## config.mk

```make
export PLATFORM = sky130hd
export DESIGN_NAME = sorted_interval_table
export DESIGN_NICKNAME = d
export VERILOG_FILES = /design/src/rtl/core/sit_pkg.sv /design/src/rtl/core/sit_ram.sv /design/src/rtl/core/sit_ctrl.sv /design/src/rtl/core/sorted_interval_table.sv
export SDC_FILE = /design/constraint.sdc
export NUM_CORES = 2
export LEC_CHECK = 0
export BUFFER_PORTS_ARGS = -buffer_cell sky130_fd_sc_hd__buf_2
export CORE_MARGIN = 5
export CORE_UTILIZATION = 30
export DETAILED_ROUTE_END_ITERATION = 12
export MAX_ROUTING_LAYER = met4
export SYNTH_ARGS = -nofsm -noshare
export SYNTH_HDL_FRONTEND = slang
export SYNTH_SLANG_ARGS = --single-unit
export TNS_END_PERCENT = 5
```

## constraint.sdc

```tcl
create_clock -name clock -period 7.97 [get_ports clock]
set_input_delay 0.797 -clock clock [delete_from_list [all_inputs] [get_ports clock]]
set_output_delay 0.797 -clock clock [all_outputs]
set_load 0.02 [all_outputs]
```

## src/rtl/core/sit_pkg.sv

```systemverilog
// ----------------------------------------------------------------------------
// sit_pkg
// Shared sizes and types for the sorted interval table.
// ----------------------------------------------------------------------------
package sit_pkg;

   localparam int TABLE_DEPTH = 64;
   localparam int IDX_W       = $clog2(TABLE_DEPTH);
   localparam int CNT_W       = $clog2(TABLE_DEPTH + 1);
   localparam int BOUND_W     = 32;
   localparam int ENTRY_W     = 2 * BOUND_W;
   localparam int OUT_CNT_W   = 7;
   localparam int REQ_DATA_W  = 3 * BOUND_W;
   localparam int RSP_DATA_W  = 16;

   localparam logic KIND_INSERT = 1'b0;
   localparam logic KIND_LOOKUP = 1'b1;

   typedef struct packed {
      logic [BOUND_W-1:0] upper;
      logic [BOUND_W-1:0] lower;
   } entry_type;

   typedef struct packed {
      logic             wr_en;
      logic [IDX_W-1:0] wr_addr;
      entry_type        wr_data;
      logic             rd_en;
      logic [IDX_W-1:0] rd_addr;
   } mem_req_type;

endpackage

```

## src/rtl/core/sit_ram.sv

```systemverilog
// ----------------------------------------------------------------------------
// sit_ram
// Simple dual-port RAM: one write port, one read port, registered read data.
// ----------------------------------------------------------------------------
module sit_ram #(
   parameter int WIDTH  = 64,
   parameter int DEPTH  = 64,
   parameter int ADDR_W = $clog2(DEPTH)
) (
   input  logic              clock,
   input  logic              wr_en,
   input  logic [ADDR_W-1:0] wr_addr,
   input  logic [WIDTH-1:0]  wr_data,
   input  logic              rd_en,
   input  logic [ADDR_W-1:0] rd_addr,
   output logic [WIDTH-1:0]  rd_data
);

   logic [WIDTH-1:0] mem [DEPTH];
   logic [WIDTH-1:0] rd_data_ff;

   always_ff @(posedge clock) begin
      if (wr_en) begin
         mem[wr_addr] <= wr_data;
      end
      if (rd_en) begin
         rd_data_ff <= mem[rd_addr];
      end
   end

   assign rd_data = rd_data_ff;

endmodule

```

## src/rtl/core/sit_ctrl.sv

```systemverilog
// ----------------------------------------------------------------------------
// sit_ctrl
// Sequencer for inserts (shift walk) and lookups (binary search) over the RAM.
// ----------------------------------------------------------------------------
module sit_ctrl (
   input  logic                         clock,
   input  logic                         reset,
   input  logic                         req_tvalid,
   output logic                         req_tready,
   input  logic                         req_kind,
   input  logic [sit_pkg::BOUND_W-1:0]  req_low_bound,
   input  logic [sit_pkg::BOUND_W-1:0]  req_high_bound,
   input  logic [sit_pkg::BOUND_W-1:0]  req_probe_value,
   output logic                         rsp_tvalid,
   input  logic                         rsp_tready,
   output logic                         rsp_found,
   output logic [sit_pkg::OUT_CNT_W-1:0] rsp_entry_count,
   output logic                         rsp_rejected,
   output sit_pkg::mem_req_type         mem_req,
   input  sit_pkg::entry_type           mem_rd_data
);

   typedef enum logic [2:0] {
      S_IDLE,
      S_INS_CMP,
      S_INS_PUT,
      S_LK_RD,
      S_LK_CMP,
      S_DONE
   } state_type;

   state_type                       state_ff, state_in;
   logic [sit_pkg::CNT_W-1:0]       count_ff, count_in;
   logic [sit_pkg::IDX_W-1:0]       pos_ff, pos_in;
   logic [sit_pkg::CNT_W-1:0]       lo_ff, lo_in;
   logic [sit_pkg::CNT_W-1:0]       hix_ff, hix_in;   // exclusive upper end
   logic [sit_pkg::IDX_W-1:0]       mid_ff, mid_in;
   logic [sit_pkg::BOUND_W-1:0]     lb_ff, lb_in;
   logic [sit_pkg::BOUND_W-1:0]     ub_ff, ub_in;
   logic [sit_pkg::BOUND_W-1:0]     probe_ff, probe_in;
   logic                            res_found_ff, res_found_in;
   logic                            res_rej_ff, res_rej_in;
   logic                            inc_ff, inc_in;
   logic                            rsp_valid_ff, rsp_valid_in;
   logic                            rsp_found_ff, rsp_found_in;
   logic                            rsp_rej_ff, rsp_rej_in;
   logic [sit_pkg::OUT_CNT_W-1:0]   rsp_cnt_ff, rsp_cnt_in;

   logic [sit_pkg::CNT_W:0]         mid_sum;
   logic [sit_pkg::CNT_W-1:0]       count_next;
   logic                            in_range;
   logic                            above;

   assign req_tready = (state_ff == S_IDLE);

   assign in_range = ($signed(probe_ff) >= $signed(mem_rd_data.lower)) &&
                     ($signed(probe_ff) <= $signed(mem_rd_data.upper));
   assign above    = ($signed(probe_ff) > $signed(mem_rd_data.upper));
   assign mid_sum  = {1'b0, lo_ff} + {1'b0, hix_ff} - (sit_pkg::CNT_W + 1)'(1);
   assign count_next = sit_pkg::CNT_W'(count_ff + sit_pkg::CNT_W'(inc_ff));

   always_comb begin
      state_in     = state_ff;
      count_in     = count_ff;
      pos_in       = pos_ff;
      lo_in        = lo_ff;
      hix_in       = hix_ff;
      mid_in       = mid_ff;
      lb_in        = lb_ff;
      ub_in        = ub_ff;
      probe_in     = probe_ff;
      res_found_in = res_found_ff;
      res_rej_in   = res_rej_ff;
      inc_in       = inc_ff;
      rsp_found_in = rsp_found_ff;
      rsp_rej_in   = rsp_rej_ff;
      rsp_cnt_in   = rsp_cnt_ff;
      rsp_valid_in = rsp_valid_ff && !rsp_tready;
      mem_req      = '0;

      unique case (state_ff)
         S_IDLE: begin
            if (req_tvalid) begin
               lb_in        = req_low_bound;
               ub_in        = req_high_bound;
               probe_in     = req_probe_value;
               res_found_in = 1'b0;
               res_rej_in   = 1'b0;
               inc_in       = 1'b0;
               if (req_kind == sit_pkg::KIND_INSERT) begin
                  if (count_ff == sit_pkg::CNT_W'(sit_pkg::TABLE_DEPTH)) begin
                     res_rej_in = 1'b1;
                     state_in   = S_DONE;
                  end else if (count_ff == '0) begin
                     mem_req.wr_en   = 1'b1;
                     mem_req.wr_addr = '0;
                     mem_req.wr_data = '{upper: req_high_bound, lower: req_low_bound};
                     inc_in          = 1'b1;
                     state_in        = S_DONE;
                  end else begin
                     pos_in          = sit_pkg::IDX_W'(count_ff);
                     mem_req.rd_en   = 1'b1;
                     mem_req.rd_addr = sit_pkg::IDX_W'(count_ff - sit_pkg::CNT_W'(1));
                     state_in        = S_INS_CMP;
                  end
               end else begin
                  lo_in    = '0;
                  hix_in   = count_ff;
                  state_in = S_LK_RD;
               end
            end
         end
         S_INS_CMP: begin
            // read data is entry pos-1; move it up while its lower bound is greater
            mem_req.wr_en   = 1'b1;
            mem_req.wr_addr = pos_ff;
            if ($signed(mem_rd_data.lower) > $signed(lb_ff)) begin
               mem_req.wr_data = mem_rd_data;
               pos_in          = pos_ff - sit_pkg::IDX_W'(1);
               if (pos_ff == sit_pkg::IDX_W'(1)) begin
                  state_in = S_INS_PUT;
               end else begin
                  mem_req.rd_en   = 1'b1;
                  mem_req.rd_addr = pos_ff - sit_pkg::IDX_W'(2);
               end
            end else begin
               mem_req.wr_data = '{upper: ub_ff, lower: lb_ff};
               inc_in          = 1'b1;
               state_in        = S_DONE;
            end
         end
         S_INS_PUT: begin
            mem_req.wr_en   = 1'b1;
            mem_req.wr_addr = pos_ff;
            mem_req.wr_data = '{upper: ub_ff, lower: lb_ff};
            inc_in          = 1'b1;
            state_in        = S_DONE;
         end
         S_LK_RD: begin
            if (lo_ff >= hix_ff) begin
               state_in = S_DONE;
            end else begin
               mid_in          = sit_pkg::IDX_W'(mid_sum >> 1);
               mem_req.rd_en   = 1'b1;
               mem_req.rd_addr = sit_pkg::IDX_W'(mid_sum >> 1);
               state_in        = S_LK_CMP;
            end
         end
         S_LK_CMP: begin
            if (in_range) begin
               res_found_in = 1'b1;
               state_in     = S_DONE;
            end else begin
               if (above) begin
                  lo_in = sit_pkg::CNT_W'(mid_ff) + sit_pkg::CNT_W'(1);
               end else begin
                  hix_in = sit_pkg::CNT_W'(mid_ff);
               end
               state_in = S_LK_RD;
            end
         end
         S_DONE: begin
            // load the output register once the previous beat has gone
            if (!rsp_valid_ff || rsp_tready) begin
               rsp_valid_in = 1'b1;
               rsp_found_in = res_found_ff;
               rsp_rej_in   = res_rej_ff;
               rsp_cnt_in   = sit_pkg::OUT_CNT_W'(count_next);
               count_in     = count_next;
               state_in     = S_IDLE;
            end
         end
         default: begin
            state_in = S_IDLE;
         end
      endcase
   end

   always_ff @(posedge clock) begin
      if (reset) begin
         state_ff     <= S_IDLE;
         count_ff     <= '0;
         rsp_valid_ff <= 1'b0;
      end else begin
         state_ff     <= state_in;
         count_ff     <= count_in;
         rsp_valid_ff <= rsp_valid_in;
      end
      pos_ff       <= pos_in;
      lo_ff        <= lo_in;
      hix_ff       <= hix_in;
      mid_ff       <= mid_in;
      lb_ff        <= lb_in;
      ub_ff        <= ub_in;
      probe_ff     <= probe_in;
      res_found_ff <= res_found_in;
      res_rej_ff   <= res_rej_in;
      inc_ff       <= inc_in;
      rsp_found_ff <= rsp_found_in;
      rsp_rej_ff   <= rsp_rej_in;
      rsp_cnt_ff   <= rsp_cnt_in;
   end

   assign rsp_tvalid      = rsp_valid_ff;
   assign rsp_found       = rsp_found_ff;
   assign rsp_rejected    = rsp_rej_ff;
   assign rsp_entry_count = rsp_cnt_ff;

endmodule

```

## src/rtl/core/sorted_interval_table.sv

```systemverilog
// ----------------------------------------------------------------------------
// sorted_interval_table
// Table of signed intervals kept in order of lower bound, with insert and
// binary-search lookup.
// ----------------------------------------------------------------------------
// Each request beat is an insert or a lookup and yields exactly one response
// beat. The intervals live in one RAM with a single, registered read port,
// and the block works on one request at a time. During an insert the shift
// walk reads one entry and writes it one place up in each cycle, while its
// lower bound is greater than the new one. A full table rejects an insert.
// Each lookup probe is a RAM read, then a compare, and a lookup makes at
// most ceil(log2(TABLE_DEPTH + 1)) probes. The response register lets the
// next request in while a response still waits. Stored bounds are undefined
// after reset; only entries below the count are ever read, so no clearing
// pass is needed.
// ----------------------------------------------------------------------------
module sorted_interval_table (
   input  logic                            clock,
   input  logic                            reset,
   input  logic                            req_tvalid,
   output logic                            req_tready,
   // tdata: low_bound [31:0], high_bound [63:32], probe_value [95:64]
   input  logic [sit_pkg::REQ_DATA_W-1:0]  req_tdata,
   // tuser: kind [0]
   input  logic                            req_tuser,
   output logic                            rsp_tvalid,
   input  logic                            rsp_tready,
   // tdata: found [0], entry_count [7:1], rejected [8], zero [15:9]
   output logic [sit_pkg::RSP_DATA_W-1:0]  rsp_tdata
);

   sit_pkg::mem_req_type            mem_req;
   sit_pkg::entry_type              mem_rd_data;
   logic                            rsp_found;
   logic                            rsp_rejected;
   logic [sit_pkg::OUT_CNT_W-1:0]   rsp_entry_count;

   sit_ctrl u_ctrl (
      .clock           (clock),
      .reset           (reset),
      .req_tvalid      (req_tvalid),
      .req_tready      (req_tready),
      .req_kind        (req_tuser),
      .req_low_bound   (req_tdata[sit_pkg::BOUND_W-1:0]),
      .req_high_bound  (req_tdata[2*sit_pkg::BOUND_W-1:sit_pkg::BOUND_W]),
      .req_probe_value (req_tdata[3*sit_pkg::BOUND_W-1:2*sit_pkg::BOUND_W]),
      .rsp_tvalid      (rsp_tvalid),
      .rsp_tready      (rsp_tready),
      .rsp_found       (rsp_found),
      .rsp_entry_count (rsp_entry_count),
      .rsp_rejected    (rsp_rejected),
      .mem_req         (mem_req),
      .mem_rd_data     (mem_rd_data)
   );

   sit_ram #(
      .WIDTH (sit_pkg::ENTRY_W),
      .DEPTH (sit_pkg::TABLE_DEPTH)
   ) u_ram (
      .clock   (clock),
      .wr_en   (mem_req.wr_en),
      .wr_addr (mem_req.wr_addr),
      .wr_data (mem_req.wr_data),
      .rd_en   (mem_req.rd_en),
      .rd_addr (mem_req.rd_addr),
      .rd_data (mem_rd_data)
   );

   assign rsp_tdata = {
      (sit_pkg::RSP_DATA_W - sit_pkg::OUT_CNT_W - 2)'(0),
      rsp_rejected,
      rsp_entry_count,
      rsp_found
   };

endmodule

```

; Word level (Yosys, flattened, before mapping)
; Memory sizes are Yosys's and may differ from the RTL's. A register that Yosys moved wholly into a read port is not among the register bits.
; Index checks and enable logic that the tools add are counted.
[classes]
mux = 51
magnitude_cmp = 5
n_reduce_logical = 19
n_addsub = 7
bitwise_logic = 1
eq_ne = 20
[ops]
columns = operator, n
row1 = $mux 78, 3
row2 = $pmux 71 s3, 1
row3 = $mux 7, 12
row4 = $mux 71, 1
row5 = $gt 32x32->1, 2
row6 = $mux 64, 1
row7 = $ge 32x32->1, 1
row8 = $le 32x32->1, 1
row9 = $mux 6, 5
row10 = $pmux 7 s2, 2
row11 = $mux 3, 8
row12 = $pmux 7 s3, 1
row13 = $pmux 3 s6, 1
row14 = $ne 2x2->1 const B, 7
row15 = $mux 1, 13
row16 = $pmux 6 s2, 1
row17 = $sub 6x1->6 const B, 2
row18 = $ne 2x1->1 const B, 5
row19 = $reduce_and 5->1, 2
row20 = $reduce_and 3->1, 3
row21 = $add 6x1->7 const B, 1
row22 = $add 7x1->7, 1
row23 = $add 7x7->7, 1
row24 = $eq 7x7->1 const B, 1
row25 = other kinds (20), 27
[totals]
out_inout_bits = 18
ff_bits = 145
in_bits = 101
mem_count = 1
ram_bits = 4096
[mem_list]
columns = memory, depth, width, rd, rd_clocked_by_memory_dff, write_ports, line
row1 = u_ram.mem, 64, 64, 1, 1, 1, sit_ram.sv:19  ; logic [WIDTH-1:0] mem [DEPTH];

; Depth between registers and ports, before layout
[depth]
depth_word = 8
depth_mapped = 19
ltp_nobuf = 15

; Modules after synthesis
; From an unflattened synthesis, not the netlist that was laid out.
[unflattened]
hier_cells = 7524
area_unflattened_um2 = 166714.9
[by_module_without_submodules]
columns = module, cells_each, seq_area_each_um2, n_inst, area_per_inst_um2
row1 = sit_ram, 6598, 124919.8, 1, 156971.8
row2 = sit_ctrl, 916, 4244.1, 1, 9671.8
row3 = sorted_interval_table, 10, 0.0, 1, 71.3

; Least setup slack after synthesis
; No wires, ideal clock.
[synth_timing]
kind = input-to-reg
from = input req_tvalid
to = register u_ram.rd_data_ff[54], in the netlist u_ram.rd_data[54] (read register of u_ram.mem), data pin
setup_slack_ps = 2050
path_stages = 17
setup_time_ps = 255
n_path_buf = 4
arrival_time_ps = 5665
cell_sequence = nor2b_1 nand2_1 inv_1 o311ai_2 nor2_1 a21oi_2 o21ai_1 or3_1 clkbuf_1 buf_2 buf_2 clkbuf_1 mux2i_1 mux2i_1 a2111oi_0 nand3_1 and3_1
[synth_via]
elab_chain_len = 2
[synth_rtl]
columns = element, line
row1 = "start, declared", sorted_interval_table.sv:20  ; input logic req_tvalid,
row2 = $mux 78, sit_ctrl.sv:83  ; if (req_tvalid) begin
row3 = $pmux 7 s3, sit_ctrl.sv:81  ; unique case (state_ff)
row4 = "end, declared", sit_ram.sv:20  ; logic [WIDTH-1:0] rd_data_ff;
; Every way passes these cells.
; A chain may end at the register's enable or synchronous reset.

; Worst setup path in the final report
[layout_timing]
from = register u_ram.rd_data_ff[5], in the netlist u_ram.rd_data[5] (read register of u_ram.mem)
to = register u_ram.rd_data_ff[18], in the netlist u_ram.rd_data[18] (read register of u_ram.mem), data pin
[layout_via]
elab_chain_len = 3
[layout_rtl]
columns = element, line
row1 = $gt 32x32->1, sit_ctrl.sv:117  ; if ($signed(mem_rd_data.lower) > $signed(lb_ff)) begin
row2 = $mux 7, sit_ctrl.sv:117
row3 = $pmux 7 s3, sit_ctrl.sv:81
; Every way passes these cells.

==> metrics.txt <==
DR iter-0 viols=17,600; Worst path top cell family by delay=compound AO/OA/AOI/OAI gates; Max stage delay on crit path=0.93 ns; Worst Skew=0.0793 ns; Slew Limit Fails=0; clock-pin slew on the worst setup and hold paths=0.07 ns; dpl hpwl=319,000 um; crit-path max FO=105; RSZ-0062 raised after global routing=false; Async SR Flop Fraction=0%; setup TNS=0 ns; WL final=595,000 um; initial antenna violation count=47; Sequential cell area=129,000 um^2; final hold vios=0; status=finished, final reports clean; crit path kind=reg2reg; most common cell in the netlist=edfxtp_1; clk buf depth=4; layout cells sized above 1=11.2%; area delta synth->final=14.9%; largest net degree at the start of global routing=127; drt pass-1 iters=9; DRC violations left=0; Worst Tran Pin Value=1.41 ns; Util after Layout=34.5%; HP Class=in2reg; critical path data required time=8.62 ns; final period utilization=97.8%; Root Buffer=clkbuf_16; Max-Cap Viols=0; Seq cells post-synth=4,305; Core Box Area=572,000 um^2; Critical Path Source Type=register; TritonCTS clock tree=yes; fill count=54,400; Mapped Area=172,000 um^2; Gate Count Post-Synth=11,300; Static Leak=67.8 nW; first-pass GRT wire length=815,000 um; critical path endpoint category=register; final RePlAce weighted congestion=0.904; relative slew slack=5.43%; # IOs=119; clk sinks=4,305; Final Cell Area=197,000 um^2; min Tclk post-route=7.79 ns; number of global-route vias before repair=100,000; Antenna Violating Nets Remaining=0; Die Wd=767 um; worst-path cell chain=ha_1 > a21oi_1 > o21ai_0 > a221oi_1 > nor3_1 > o21ai_4 > nand3_4 > buf_12 > buf_12 > buf_12 > nand2_1 > a311oi_1 > o21ai_1 > a32o_1 > o22ai_1; Syn Area/Cell=15.2 um^2; Via Count=108,000; Final nets=11,800; top cell type's share of synthesized area=75.1%; post-synthesis cell type count=77; effective utilization at floorplan=30.0%; Die Area=588,000 um^2; Avg WL per Cell=30.6 um; ranking of synthesized cells by area=edfxtp_1, mux2i_1, nand2_1, nand3_1, clkbuf_1; most used cell, CP=buf_12; Cell Rows=278; PwrDens=396 nW/um^2; Post-synth EDFFs=4,294; Ys Warns=0; WP data arrival=8.44 ns; R2R Setup Slk=0.18 ns; GRT overflow=0; Main synth FF type=edfxtp_1; fmax=0.128 GHz; area occupied by multi-input gates=39,400 um^2; vias per inst=5.56; Port Buffers=111; H-Tree Depth=5; cells resized by post-CTS repair=0; post-synth top area cell=edfxtp_1; final hold slack=0.0681 ns; GRT Overall Usage=19.9%; Slowest cell on crit path=o21ai_0; top cells by count, synth=edfxtp_1, nand2_1, mux2i_1; DIE HEIGHT=767 um; sequential share of the synthesized area=75.2%; Max VDD drop=0.425 mV; clock latency on the worst-skew pair=1.02 ns; Final Setup Violations=0; placed inst area=184,000 um^2; total CTS buffers=424; CP Buf/Inv Count=3
[layout make-up]
cell class | count | share of cell area (%)
Sequential cell | 4305 | 65.4
Multi-Input combinational cell | 5996 | 20.0
Clock buffer | 538 | 5.68
Tap cell | 7560 | 4.79
Timing Repair Buffer | 578 | 2.72
Clock inverter | 233 | 0.921
Inverter | 229 | 0.438
Antenna cell | 27 | 0.0342
[metal layers]
| metal | global-route usage (%) | up-vias | part of all wire [%] |
|---|---|---|---|
| met4 | 7.67 | 0 | 4.5 |
| met2 | 29.6 | 7170 | 45 |
| met5 | - | - | 0 |
| met1 | 25.9 | 55500 | 38 |
| met3 | 5.25 | 1232 | 13 |
| li1 | - | 44400 | - |
[per-stage QoR]
stage | total power [mW] | std cells | setup slack [ns]
2_1_floorplan | 47.3 | 11300 | 2.05
3_3_place_gp | 58.4 | 18600 | 0.410
3_5_place_dp | 58.7 | 18600 | 0.625
4_1_cts | 77.7 | 19400 | 0.592
5_1_grt | 80.4 | 19500 | 0.280
6_report | 78.1 | 19500 | 0.179
[worst paths after layout]
check                                                startpoint                            end  cells past startpoint
worst max-delay path                 u_ram.rd_data[5]$_DFFE_PP_    u_ram.rd_data[18]$_DFFE_PP_                     15
worst min-delay path                              req_tdata[13]     u_ctrl.lb_ff[13]$_DFFE_PP_                      1
worst max register to register       u_ram.rd_data[5]$_DFFE_PP_    u_ram.rd_data[18]$_DFFE_PP_                     15
worst min register to register  u_ctrl.res_rej_ff$_SDFFCE_PP0P_  u_ctrl.rsp_rejected$_DFFE_PP_                      0
[repair_timing]
item | CTS | global route
setup buffers | 0 | 0
endpoints found under the hold margin | 65 | 0
hold buffers | 65 | 0
[cell families after synthesis]
group,after synthesis,share of synthesized area [%]
AOI/OAI and AO/OA,1721,7.49
muxes,1062,6.25
adders and majority gates,123,0.900
xor gates and xnor gates,30,0.153
DFF,4305,75.2
and+or+nand+nor,3053,7.67
other,1,0.00218
buffers and inverters,981,2.35
[report_power, final]
part           total (mW)  internal [mW]  switching [mW]
sequential           32.3           31.5           0.760
combinational        26.6           6.88            19.8
clock                19.2           10.6            8.61
[cells in the final DEF, fill, tap and decap left out, types with 106 or more instances in the layout]
cell type  synthesis  final
mux2i_1          977    977
o22ai_1          128    128
o21ai_0          126    125
edfxtp_1        4294   4294
clkbuf_1         469    106
clkinv_1           0    123
inv_1            228    227
nand3_1          741    734
buf_2            186    111
a31oi_1          169    169
nand2_1         1934   1929
ha_1             122    122
clkbuf_16          0    432
o221ai_1         176    175
buf_4             31    311
a21oi_1          230    226
[sequential cells by signal, indices dropped and copies added, names as in the netlist]
signal                  flops
u_ctrl.state_ff             3
u_ctrl.hix_ff               7
u_ctrl.lo_ff                7
u_ctrl.pos_ff               6
u_ctrl.res_found_ff         1
u_ctrl.inc_ff               1
u_ctrl.rsp_found            1
u_ram.mem                4096
u_ctrl.probe_ff            32
u_ram.rd_data              64
u_ctrl.ub_ff               32
u_ctrl.lb_ff               32
u_ctrl.res_rej_ff           1
u_ctrl.rsp_tvalid           1
u_ctrl.rsp_entry_count      7
u_ctrl.count_ff             7
u_ctrl.mid_ff               6
u_ctrl.rsp_rejected         1
(Power assumes the default switching activity.)
